===== config.mk =====
export PLATFORM = sky130hd
export DESIGN_NAME = request_fifo_with_match_flush
export DESIGN_NICKNAME = d
export VERILOG_FILES = /design/src/hdl/rfmf_pkg.sv /design/src/hdl/rfmf_ctrl.sv /design/src/hdl/rfmf_dp.sv /design/src/hdl/request_fifo_with_match_flush.sv
export SDC_FILE = /design/constraint.sdc
export NUM_CORES = 1
export LEC_CHECK = 0
export BUFFER_PORTS_ARGS = -buffer_cell sky130_fd_sc_hd__buf_2
export CELL_PAD_IN_SITES_DETAIL_PLACEMENT = 2
export CELL_PAD_IN_SITES_GLOBAL_PLACEMENT = 2
export CORE_AREA = 2 2 302 274
export DETAILED_ROUTE_END_ITERATION = 8
export DIE_AREA = 0 0 304 276
export HOLD_SLACK_MARGIN = 0.12
export MAX_ROUTING_LAYER = met4
export PLACE_DENSITY_LB_ADDON = 0.1
export REMOVE_ABC_BUFFERS = 1
export SKIP_CTS_REPAIR_TIMING = 1
export SLEW_MARGIN = 10
export SYNTH_ARGS = -nofsm -noshare
export SYNTH_HDL_FRONTEND = slang
export SYNTH_SLANG_ARGS = --single-unit

===== constraint.sdc =====
create_clock -name clk -period 7.55 [get_ports clk]
set_input_delay 2.265 -clock clk [delete_from_list [all_inputs] [get_ports clk]]
set_output_delay 2.265 -clock clk [all_outputs]
set_load 0.005 [all_outputs]

===== src/hdl/rfmf_pkg.sv =====
// Shared types and constants for the request queue with match flush.
package rfmf_pkg;

	localparam int HANDLE_W = 16;
	localparam int FILL_W   = 5;

	typedef enum logic [1:0] {
		OP_POP   = 2'd0,
		OP_CLEAR = 2'd1,
		OP_FLUSH = 2'd2,
		OP_ADD   = 2'd3
	} op_t;

	typedef struct packed {
		op_t                 opcode;
		logic [HANDLE_W-1:0] request_code;
		logic [HANDLE_W-1:0] primary_object;
		logic [HANDLE_W-1:0] secondary_object;
		logic [HANDLE_W-1:0] match_key;
	} req_t;

	typedef struct packed {
		logic                entry_found;
		logic [HANDLE_W-1:0] out_request;
		logic [HANDLE_W-1:0] out_primary;
		logic [HANDLE_W-1:0] out_secondary;
		logic                add_dropped;
		logic [FILL_W-1:0]   fill_level;
	} rsp_t;

	typedef struct packed {
		logic [HANDLE_W-1:0] req;
		logic [HANDLE_W-1:0] pri;
		logic [HANDLE_W-1:0] sec;
	} entry_t;

	typedef enum logic [1:0] {
		ST_IDLE,
		ST_FLUSH,
		ST_DELIVER
	} state_t;

	// controller to datapath
	typedef struct packed {
		logic accept;
		logic do_pop;
		logic do_clear;
		logic do_add;
		logic fl_start;
		logic fl_step;
		logic fl_done;
		logic deliver;
	} cmd_t;

	// datapath to controller
	typedef struct packed {
		logic fl_drained;
		logic out_free;
	} status_t;

endpackage


===== src/hdl/rfmf_ctrl.sv =====
// Controller state machine: accepts one word, sequences flush, hands result to output.
module rfmf_ctrl
	import rfmf_pkg::*;
(
	input  logic    clk,
	input  logic    arst_n,
	input  logic    req_valid,
	input  op_t     opcode,
	output logic    req_stall,
	output cmd_t    cmd,
	input  status_t status
);

	state_t state_q, state_d;
	logic   accept;

	always_ff @(posedge clk or negedge arst_n) begin
		if (!arst_n) begin
			state_q <= ST_IDLE;
		end else begin
			state_q <= state_d;
		end
	end

	assign req_stall = (state_q != ST_IDLE);
	assign accept    = req_valid && (state_q == ST_IDLE);

	always_comb begin
		state_d = state_q;
		cmd     = '0;
		case (state_q)
			ST_IDLE: begin
				if (accept) begin
					cmd.accept = 1'b1;
					case (opcode)
						OP_POP:   cmd.do_pop   = 1'b1;
						OP_CLEAR: cmd.do_clear = 1'b1;
						OP_FLUSH: cmd.fl_start = 1'b1;
						OP_ADD:   cmd.do_add   = 1'b1;
						default:  cmd.do_add   = 1'b1;
					endcase
					state_d = (opcode == OP_FLUSH) ? ST_FLUSH : ST_DELIVER;
				end
			end
			ST_FLUSH: begin
				cmd.fl_step = 1'b1;
				if (status.fl_drained) begin
					cmd.fl_done = 1'b1;
					state_d     = ST_DELIVER;
				end
			end
			ST_DELIVER: begin
				if (status.out_free) begin
					cmd.deliver = 1'b1;
					state_d     = ST_IDLE;
				end
			end
			default: begin
				state_d = ST_IDLE;
			end
		endcase
	end

endmodule


===== src/hdl/rfmf_dp.sv =====
// Datapath: circular entry store, pointers, flush compaction pipe and output register.
module rfmf_dp
	import rfmf_pkg::*;
#(
	parameter int QUEUE_DEPTH = 16
) (
	input  logic    clk,
	input  logic    arst_n,
	input  cmd_t    cmd,
	input  req_t    req,
	output status_t status,
	output logic    rsp_valid,
	input  logic    rsp_stall,
	output rsp_t    rsp
);

	localparam int PW = $clog2(QUEUE_DEPTH);
	localparam int CW = $clog2(QUEUE_DEPTH + 1);

	function automatic logic [PW-1:0] wrap_add(logic [PW-1:0] base, logic [CW-1:0] off);
		logic [CW:0] s;
		s = (CW+1)'(base) + (CW+1)'(off);
		if (s >= (CW+1)'(QUEUE_DEPTH)) s = s - (CW+1)'(QUEUE_DEPTH);
		return s[PW-1:0];
	endfunction

	entry_t mem [QUEUE_DEPTH];

	logic [PW-1:0]       head_q;
	logic [CW-1:0]       count_q;
	logic [CW-1:0]       rd_q;
	logic [CW-1:0]       wr_q;
	logic                fl_vld_s1;
	entry_t              rd_data_s1;
	logic [HANDLE_W-1:0] key_q;
	logic                res_found_q;
	logic                res_dropped_q;
	logic                rsp_valid_q;
	rsp_t                rsp_q;

	logic          empty, full, keep, rd_more;
	logic          mem_we, mem_re;
	logic [PW-1:0] wr_addr, rd_addr;
	entry_t        wr_data;

	assign empty   = (count_q == '0);
	assign full    = (count_q == CW'(QUEUE_DEPTH));
	assign rd_more = (rd_q < count_q);
	assign keep    = !((rd_data_s1.pri == key_q) || (rd_data_s1.sec == key_q));

	assign status.fl_drained = !rd_more && !fl_vld_s1;
	assign status.out_free   = !rsp_valid_q || !rsp_stall;

	// single write port: append at tail, or compacted survivor during flush
	always_comb begin
		mem_we  = 1'b0;
		wr_addr = wrap_add(head_q, count_q);
		wr_data = '{req: req.request_code, pri: req.primary_object,
			sec: req.secondary_object};
		if (cmd.do_add && !full) begin
			mem_we = 1'b1;
		end else if (cmd.fl_step && fl_vld_s1 && keep) begin
			mem_we  = 1'b1;
			wr_addr = wrap_add(head_q, wr_q);
			wr_data = rd_data_s1;
		end
	end

	assign mem_re  = (cmd.do_pop && !empty) || (cmd.fl_step && rd_more);
	assign rd_addr = cmd.do_pop ? head_q : wrap_add(head_q, rd_q);

	always_ff @(posedge clk) begin
		if (mem_we) begin
			mem[wr_addr] <= wr_data;
		end
		if (mem_re) begin
			rd_data_s1 <= mem[rd_addr];
		end
		if (cmd.fl_start) begin
			key_q <= req.match_key;
		end
	end

	always_ff @(posedge clk or negedge arst_n) begin
		if (!arst_n) begin
			head_q        <= '0;
			count_q       <= '0;
			rd_q          <= '0;
			wr_q          <= '0;
			fl_vld_s1     <= 1'b0;
			res_found_q   <= 1'b0;
			res_dropped_q <= 1'b0;
		end else begin
			if (cmd.accept) begin
				res_found_q   <= cmd.do_pop && !empty;
				res_dropped_q <= cmd.do_add && full;
			end
			if (cmd.do_pop && !empty) begin
				head_q  <= wrap_add(head_q, CW'(1));
				count_q <= count_q - CW'(1);
			end
			if (cmd.do_clear) begin
				count_q <= '0;
			end
			if (cmd.do_add && !full) begin
				count_q <= count_q + CW'(1);
			end
			if (cmd.fl_start) begin
				rd_q      <= '0;
				wr_q      <= '0;
				fl_vld_s1 <= 1'b0;
			end
			if (cmd.fl_step) begin
				fl_vld_s1 <= rd_more;
				if (rd_more) begin
					rd_q <= rd_q + CW'(1);
				end
				if (fl_vld_s1 && keep) begin
					wr_q <= wr_q + CW'(1);
				end
			end
			if (cmd.fl_done) begin
				count_q <= wr_q;
			end
		end
	end

	// output register
	always_ff @(posedge clk or negedge arst_n) begin
		if (!arst_n) begin
			rsp_valid_q <= 1'b0;
		end else if (cmd.deliver) begin
			rsp_valid_q <= 1'b1;
		end else if (!rsp_stall) begin
			rsp_valid_q <= 1'b0;
		end
	end

	always_ff @(posedge clk) begin
		if (cmd.deliver) begin
			rsp_q.entry_found   <= res_found_q;
			rsp_q.out_request   <= res_found_q ? rd_data_s1.req : '0;
			rsp_q.out_primary   <= res_found_q ? rd_data_s1.pri : '0;
			rsp_q.out_secondary <= res_found_q ? rd_data_s1.sec : '0;
			rsp_q.add_dropped   <= res_dropped_q;
			rsp_q.fill_level    <= FILL_W'(count_q);
		end
	end

	assign rsp_valid = rsp_valid_q;
	assign rsp       = rsp_q;

`ifndef SYNTH
	a_count_bound: assert property (@(posedge clk) disable iff (!arst_n)
		count_q <= CW'(QUEUE_DEPTH))
		else $error("entry count beyond depth");

	a_wr_behind_rd: assert property (@(posedge clk) disable iff (!arst_n)
		cmd.fl_step |-> (wr_q <= rd_q))
		else $error("flush write pointer overtook read pointer");

	a_flush_shrinks: assert property (@(posedge clk) disable iff (!arst_n)
		cmd.fl_done |=> (count_q <= $past(count_q)))
		else $error("flush grew the queue");

	a_full_add_holds: assert property (@(posedge clk) disable iff (!arst_n)
		(cmd.do_add && full) |=> $stable(count_q) && $stable(head_q))
		else $error("dropped add changed the queue");

	a_deliver_free: assert property (@(posedge clk) disable iff (!arst_n)
		cmd.deliver |-> (!rsp_valid_q || !rsp_stall))
		else $error("result overwrote a stalled word");
`endif

endmodule


===== src/hdl/request_fifo_with_match_flush.sv =====
// Top level of the ordered request queue with selective flush.
//
// Request channel (req_valid, req_stall, req): one word per operation:
// pop oldest, clear, flush entries matching a key, or add an entry.
// Response channel (rsp_valid, rsp_stall, rsp): exactly one word per request,
// in request order, carrying the popped entry, the drop flag and fill level.
// A word moves when valid is high and stall is low.
// Add, pop and clear: the request is handled in the edge that accepts it, and
// the result is loaded into the output register once that register is free.
// Flush walks the stored entries through the single read port of the store,
// one per cycle, and compacts survivors through the write port; the result is
// loaded once the walk has drained and the output register is free.
// One request is in flight at a time; req_stall is high from acceptance
// until its result sits in the output register. A stalled response holds,
// and the next request is taken meanwhile but its result waits.
// Reset empties the queue and drops any pending word; store contents are
// left as they are and are never read before being written.
module request_fifo_with_match_flush
	import rfmf_pkg::*;
#(
	parameter int QUEUE_DEPTH = 16
) (
	input  logic clk,
	input  logic arst_n,
	input  logic req_valid,
	output logic req_stall,
	input  req_t req,
	output logic rsp_valid,
	input  logic rsp_stall,
	output rsp_t rsp
);

	cmd_t    cmd;
	status_t status;

	rfmf_ctrl u_ctrl (
		.clk       (clk),
		.arst_n    (arst_n),
		.req_valid (req_valid),
		.opcode    (req.opcode),
		.req_stall (req_stall),
		.cmd       (cmd),
		.status    (status)
	);

	rfmf_dp #(
		.QUEUE_DEPTH (QUEUE_DEPTH)
	) u_dp (
		.clk       (clk),
		.arst_n    (arst_n),
		.cmd       (cmd),
		.req       (req),
		.status    (status),
		.rsp_valid (rsp_valid),
		.rsp_stall (rsp_stall),
		.rsp       (rsp)
	);

endmodule


==> summary.md, run 1 <==
| Metric | Value |
|---|---|
| Area fraction of the dominant cell type after synthesis | 72.07% |
| Setup TNS | 0 ns |
| Final core utilization | 51.88% |
| Synth Instances | 2480 |
| Top-Level Pins | around 130 |
| Fin crit share | ~69% |
| Count leader, synth | edfxtp_1 |
| Vias in the first global route | 25810 |
| RSZ-0062 raised after global routing | no |
| Setup WS pre-CTS | 1.723 ns |
| Detailed placement HPWL | between 60000 and 70000 um |
| CP peak stage delay | 0.85 ns |
| Reg2reg start | u_dp.key_q[13] |
| DR WL/cell | 34.12 um |
| Core Footprint | between 0.08 and 0.09 mm2 |
| Hold Path End | u_dp.rsp[5] |
| Final Power | 20.35 mW |
| DR DRC count | 0 |
| Max IR drop VDD | 626.5 uV |
| CTS tree | done |
| Critical path class | primary input to flip-flop |
| Placed Instance Area | 0.03898 mm2 |
| Arrival time at the worst endpoint | 5.60 ns |
| Syn Area/Cell | 14.90 um2 |
| Post-synth cell types | 60 |
| Initial antenna violation count | 4 |
| Pin count of the biggest net entering global routing | 202 |
| Worst-path clk slew | 0.06 ns |
| Async SR Flop Fraction | 2.741% |
| Synth Flop Type | edfxtp_1 |
| Via density | 6.407 |
| Clock Skew | 0.02763 ns |
| Post-synth top cells | edfxtp_1 (887), nand2_1 (411), a211oi_1 (195) |
| Max clock buf depth | 3 |
| Final setup fails | 0 |
| DIE HEIGHT | ~280 um |
| Pleak | roughly 14 nW |
| Finished Layout Cells | 3702 |
| Fin Hold WS | 0.4751 ns |
| Max-cap viol count | 0 |
| Cell accounting for the most synthesized area | edfxtp_1 |
| PortBufs | 126 |
| EDFF count, synth | 887 |
| Synth Register Bits | 912 |
| Clock Latency Late Sink | between 0.6 and 0.7 ns |
| Hold Path Cell Cnt | 0 |
| R2R setup slack | 3.08 ns |
| Total GRT Usage | 30.77% |
| Hold path startpoint | u_dp.res_dropped_q |
| H-tree depth | 3 |
| Layout area overhead | 13.19% |
| Worst Tran Pin Value | 1.334 ns |
| Final #Nets | 2662 |
| Overall die area | 0.08390 mm2 |
| Synth area leaders | edfxtp_1 (72%), a311oi_1 (4.6%), nand2_1 (4.2%) |
| Post-Place Cells | 3532 |
| Layout cells sized above 1 | 14.65% |
| Cell Area, Synth | 0.03696 mm2 |
| Critical Path RT | 7.94 ns |
| Setup crit end kind | flip-flop |
| Critical Path Source Type | primary input |
| Grt ovf | 0 |
| Final Slew Violations | 0 |
| Status | finished, final reports clean |
| Root Driver | clkbuf_16 |
| Setup WS post-layout | 2.340 ns |
| First drt pass iteration count | 5 |
| Final wirelength | 126300 um |
| CP max-delay cell | mux2_8 |
| Antenna diodes | 0 |
| Reg power frac | between 30% and 40% |
| Max_slew headroom | 10.65% |
| Logic gate share of total power | approximately 43% |
| Net Sw Frac | ~43% |
| Synth Warn # | 0 |
| Int Pwr | 11.56 mW |
| Post-route cell area | 0.04183 mm2 |
| Final hold vios | 0 |
| GP Congestion | 0.7469 |
| Crit-path max FO | 131 |
| First-pass GRT wire length | 183600 um |
| CP Cell Sequence | buf_2, or4b_4, nor2_4, mux2_8, buf_4, a311oi_1, or4_1 |
| Post-route ant nets | 0 |
| Starting DRT DRC Count | 2227 |
| Row count | 99 |
| Reg2Reg Depth | 8 |
| Post-synthesis sequential area ratio | about three quarters |
| Initial Util | 45.83% |
| CTS sink cnt | approximately 910 |
| Switching power total | ~8.8 mW |
| Max Fclk | 192.0 MHz |
| Worst min path class | flip-flop to flip-flop |
| Die width | between 300 and 400 um |
| Part of the power in the clock network | 21.8% |
| Min cycle time layout | 5.210 ns |
| Total CTS buffers | 95 |
| Pwr per Cell Area | 486.5 mW/mm2 |
| DR vias | between 20000 and 25000 |
| FF-to-FF End | u_dp.mem[4][34] |
==> sequential cells by signal, summed over array words and instances, names as in the netlist <==
register and cells:
u_dp.mem 768, u_dp.rd_q 5, u_dp.count_q 5, u_dp.res_dropped_q 1
u_ctrl.state_q 2, u_dp.rsp_valid 1, u_dp.key_q 16, u_dp.head_q 4
u_dp.wr_q 5, u_dp.rsp 55, u_dp.res_found_q 1, u_dp.rd_data_s1 48
u_dp.fl_vld_s1 1
==> per-layer routing <==
| layer | track usage, % | part of all wire (%) | wire [um] | vias to the layer above |
|---|---|---|---|---|
| met2 | 50.94 | 50 | 63450 | 787 |
| li1 | - | - | - | 9939 |
| met4 | 8.573 | 2.4 | 3049 | 0 |
| met5 | - | 0 | 0 | - |
| met1 | 40.62 | 43 | 53680 | 12800 |
| met3 | 3.281 | 4.9 | 6129 | 192 |
==> placed cells by master, fill, tap and decap left out, drive strengths merged, types with 6 or more instances in the layout <==
cell type,Yosys,layout
inv,14,16
mux2,52,52
xor2,7,7
and3,193,193
xnor2,43,43
a311oi,193,193
o21ai,16,16
ha,19,19
clkinv,0,43
edfxtp,887,887
nor3,11,11
nor4,6,6
and2,50,50
or4,49,49
nor2,22,22
nand4,13,13
a211oi,195,195
dfrtp,25,25
nand2,412,412
clkbuf,128,123
a21oi,22,22
buf,58,179
nand3,11,11
==> power by group through the flow <==
stage | registers, mW | logic, mW | clock network (mW)
floorplan | 7.01 | 5.27 | 0
global placement | 7.10 | 8.15 | 0
detailed placement | 7.16 | 8.68 | 0
CTS | 7.07 | 8.81 | 4.50
global route | 7.12 | 9.49 | 4.67
finish | 7.07 | 8.84 | 4.44
==> worst max-delay path by stage <==
stage	from	endpoint	slack, ns	depth (start not counted)
floorplan	req[65]	u_dp.rd_data_s1[0]	-2.74	6
global placement	req[65]	u_dp.rd_data_s1[43]	1.82	7
detailed placement	req[65]	u_dp.rd_data_s1[15]	1.72	8
CTS	req[65]	u_dp.rd_data_s1[43]	2.40	7
global route	req[65]	u_dp.rd_data_s1[36]	2.19	8
finish	req[65]	u_dp.rd_data_s1[43]	2.34	7
==> worst max-delay path, delay by kind of cell <==
family / cells / cell delay [ns]
AND/OR/NAND/NOR: 3 / 1.43
buffers and inverters: 2 / 0.68
AO/OA/AOI/OAI: 1 / 0.22
multiplexers: 1 / 0.85
==> cell type report <==
type,instances,area (um2)
Clock inverter,46,295.3
Fill cell,7321,38810
Timing Repair Buffer,179,1216
Sequential cell,912,27260
Tap cell,1060,1326
Multi-Input combinational cell,1368,9133
Clock buffer,123,2546
Inverter,14,52.55
==> logic make-up after synthesis <==
kind of cell / after synthesis / synth area share, %
AOI/OAI and AO/OA: 458 / 9.750
xor gates and xnor gates: 50 / 1.185
adders and majority gates: 22 / 0.8058
buffers and inverters: 200 / 2.316
DFF: 912 / 73.76
muxes: 56 / 1.703
and+or+nand+nor: 782 / 10.48
(Power assumes the default switching activity.)
==> run 2: changes to the inputs <==
--- a/config.mk
+++ b/config.mk
@@ -8,9 +8,9 @@
 export BUFFER_PORTS_ARGS = -buffer_cell sky130_fd_sc_hd__buf_2
 export CELL_PAD_IN_SITES_DETAIL_PLACEMENT = 2
 export CELL_PAD_IN_SITES_GLOBAL_PLACEMENT = 2
-export CORE_AREA = 2 2 302 274
+export CORE_AREA = 2 2 320 290
 export DETAILED_ROUTE_END_ITERATION = 8
-export DIE_AREA = 0 0 304 276
+export DIE_AREA = 0 0 322 292
 export HOLD_SLACK_MARGIN = 0.12
 export MAX_ROUTING_LAYER = met4
 export PLACE_DENSITY_LB_ADDON = 0.1
==> constraint.sdc (replaced) <==
create_clock -name clk -period 4.65 [get_ports clk]
set_input_delay 1.395 -clock clk [delete_from_list [all_inputs] [get_ports clk]]
set_output_delay 1.395 -clock clk [all_outputs]
set_load 0.005 [all_outputs]
==> run 2 against run 1 <==
Critical path depth is 1 higher. Total power is 67% higher. First-iteration DRC count is 21% lower.
==> summary.md, run 2 (same netlist as run 1, synthesis figures left out) <==
| Metric | Value |
|---|---|
| Fillers | 8496 (+16%) |
| Overall die area | 0.09402 mm2 (+12%) |
| Pin count of the biggest net entering global routing | 69 (-66%) |
| Part of the power in the clock network | 21.8% (about the same) |
| Fin Hold WS | 0.4646 ns (-0.01053 ns) |
| Clock Skew | 0.02677 ns (-0.0008601 ns) |
| Root Driver | clkbuf_16 |
| Reg area | 0.02726 mm2 (unchanged) |
| Logic gate share of total power | 44.5% (+1.1 points) |
| Max Fclk | around 260 MHz |
| Max reg flops | 768 (unchanged) |
| Net Sw Frac | 41.55% (-1.6 points) |
| Switching power total | 14.15 mW (+61%) |
| Max IR drop VDD | 599.7 uV (-4.3%) |
| Status | finished, final reports clean |
| Worst Tran Pin Value | 1.204 ns (-0.1298 ns) |
| Via density | 5.997 (-6.4%) |
| Top-Level Pins | 127 (unchanged) |
| CP Cell Sequence | xnor2_1, nand4_1, nor4_1, nor3_2, buf_4, o21ai_0, a21oi_4, buf_12 |
| Initial antenna violation count | 6 (+2) |
| DIE HEIGHT | 292 um (+5.8%) |
| Pwr per Cell Area | 794.2 mW/mm2 (+63%) |
| Final #Nets | 2712 (+1.9%) |
| Crit path launch | u_dp.key_q[1] |
| Most common cell after layout, fill and taps aside | edfxtp_1 |
| Final setup fails | 0 (unchanged) |
| Layout area overhead | 16.05% |
| Hold path startpoint | u_dp.res_dropped_q |
| DR WL/cell | 31.11 um (-8.8%) |
| Commonest non-fill, non-tap cells in the layout | edfxtp_1 (887), nand2_1 (411), a211oi_1 (195) |
| CTS sink cnt | 912 (unchanged) |
| Reg power frac | 33.7% (-1.1 points) |
| DR DRC count | 0 (unchanged) |
| Worst min path class | flip-flop to flip-flop |
| Starting DRT DRC Count | 1751 (-21%) |
| Grt ovf | 0 (unchanged) |
| Layout cells sized above 1 | 16.53% (+1.9 points) |
| Core Footprint | 0.09065 mm2 (+12%) |
| H-tree depth | 3 (unchanged) |
| Most flops, register | u_dp.mem |
| CTS tree | done |
| Max-cap viol count | 0 (unchanged) |
| First-pass GRT wire length | 174700 um (-4.9%) |
| Worst-path clk slew | 0.06 ns (about the same) |
| Post-route ant nets | 0 (unchanged) |
| Final wirelength | 120600 um (-4.5%) |
| Max clock buf depth | 3 (unchanged) |
| Final Slew Violations | 0 (unchanged) |
| Pleak | 14.59 nW (+3.1%) |
| Int Pwr | 19.91 mW (+72%) |
| Total GRT Usage | 26.28% (-4.5 points) |
| CP peak stage delay | 0.66 ns (-0.19 ns) |
| Area of the multi-input gates | 0.009133 mm2 (unchanged) |
| Row count | 105 (+6.1%) |
| Min cycle time layout | 3.881 ns |
| Fin crit share | 83.47% |
| DR vias | 23250 (-2.0%) |
| Setup WS pre-CTS | 0.2127 ns (-1.511 ns) |
| Setup crit end kind | flip-flop |
| Initial Util | 40.77% (-5.1 points) |
| Total CTS buffers | 97 (+2.1%) |
| Arrival time at the worst endpoint | 4.19 ns (-1.41 ns) |
| GP Congestion | 0.7743 (+3.7%) |
| Max_slew headroom | 18.87% (+8.2 points) |
| Reg2reg start | u_dp.key_q[1] |
| Clock Latency Late Sink | 0.68 ns (about the same) |
| Crit-path max FO | 40 (-69%) |
| Setup WS post-layout | 0.7685 ns (-1.572 ns) |
| Detailed placement HPWL | 66980 um (+2.2%) |
| CP max-delay cell | a21oi_4 |
| Critical path class | flip-flop to flip-flop |
| Critical Path Source Type | flip-flop |
| RSZ-0062 raised after global routing | no |
| Final hold vios | 0 (unchanged) |
| Die width | 322 um (+5.9%) |
| First drt pass iteration count | 5 (unchanged) |
| Vias in the first global route | 25260 (-2.1%) |
| PortBufs | 126 (unchanged) |
| Final Power | 34.06 mW (+67%) |
| Critical Path RT | 4.96 ns (-2.98 ns) |
==> run 2: metal layers <==
metal	GRT usage, %	vias up	wire length, um
met2	42.76	581	58820
met3	3.281	212	5156
met4	8.024	0	3471
li1	-	10050	-
met1	34.57	12400	53140
met5	-	-	0
==> run 2: area by class of cell <==
class                   instances  area share (%)
diodes                          1        0.005834
clock buffers                 116           5.948
clock inverters                61          0.9948
inverters                      14          0.1225
multi-input cells            1368           21.29
flip-flops and latches        912           63.56
well taps                    1177           3.434
repair buffers                227           4.638
==> run 2: through the flow <==
stage,std cells,instance area (um2),utilization (%),setup TNS (ns)
after CTS,3875,42890,47.31,0
after global routing,3876,42890,47.31,0
after detailed placement,3698,39910,44.03,0
final,3876,42890,47.31,0
after floorplan,2294,36150,-,-4560.08
after global placement,3698,39910,44.03,0
==> run 2: critical path, delay by kind of cell (launching register included) <==
family	cells	cell delay [ns]
buffers and inverters	2	0.83
xor gates and xnor gates	1	0.20
DFF	1	0.54
and+or+nand+nor	3	0.70
AOI/OAI and AO/OA	2	1.17
==> run 2: path summary, 6_finish.rpt <==
path                                    end  slack, ns  depth (start not counted)
min reg2reg                     u_dp.rsp[5]       0.46                          0
min in group asynchronous      u_dp.wr_q[4]       0.75                          1
max in group asynchronous  u_dp.res_found_q       3.44                          1
min                             u_dp.rsp[5]       0.46                          0
max                        u_dp.mem[10][46]       0.77                          8
max reg2reg                u_dp.mem[10][46]       0.77                          8
==> run 2: power groups by stage <==
stage                     combinational [mW]  sequential, mW  clock (mW)
after global routing                    16.4            11.6        7.84
after global placement                  14.5            11.6           0
after floorplan                         7.91            11.4           0
after CTS                               15.3            11.5        7.56
after detailed placement                15.2            11.6           0
final                                   15.2            11.5        7.42
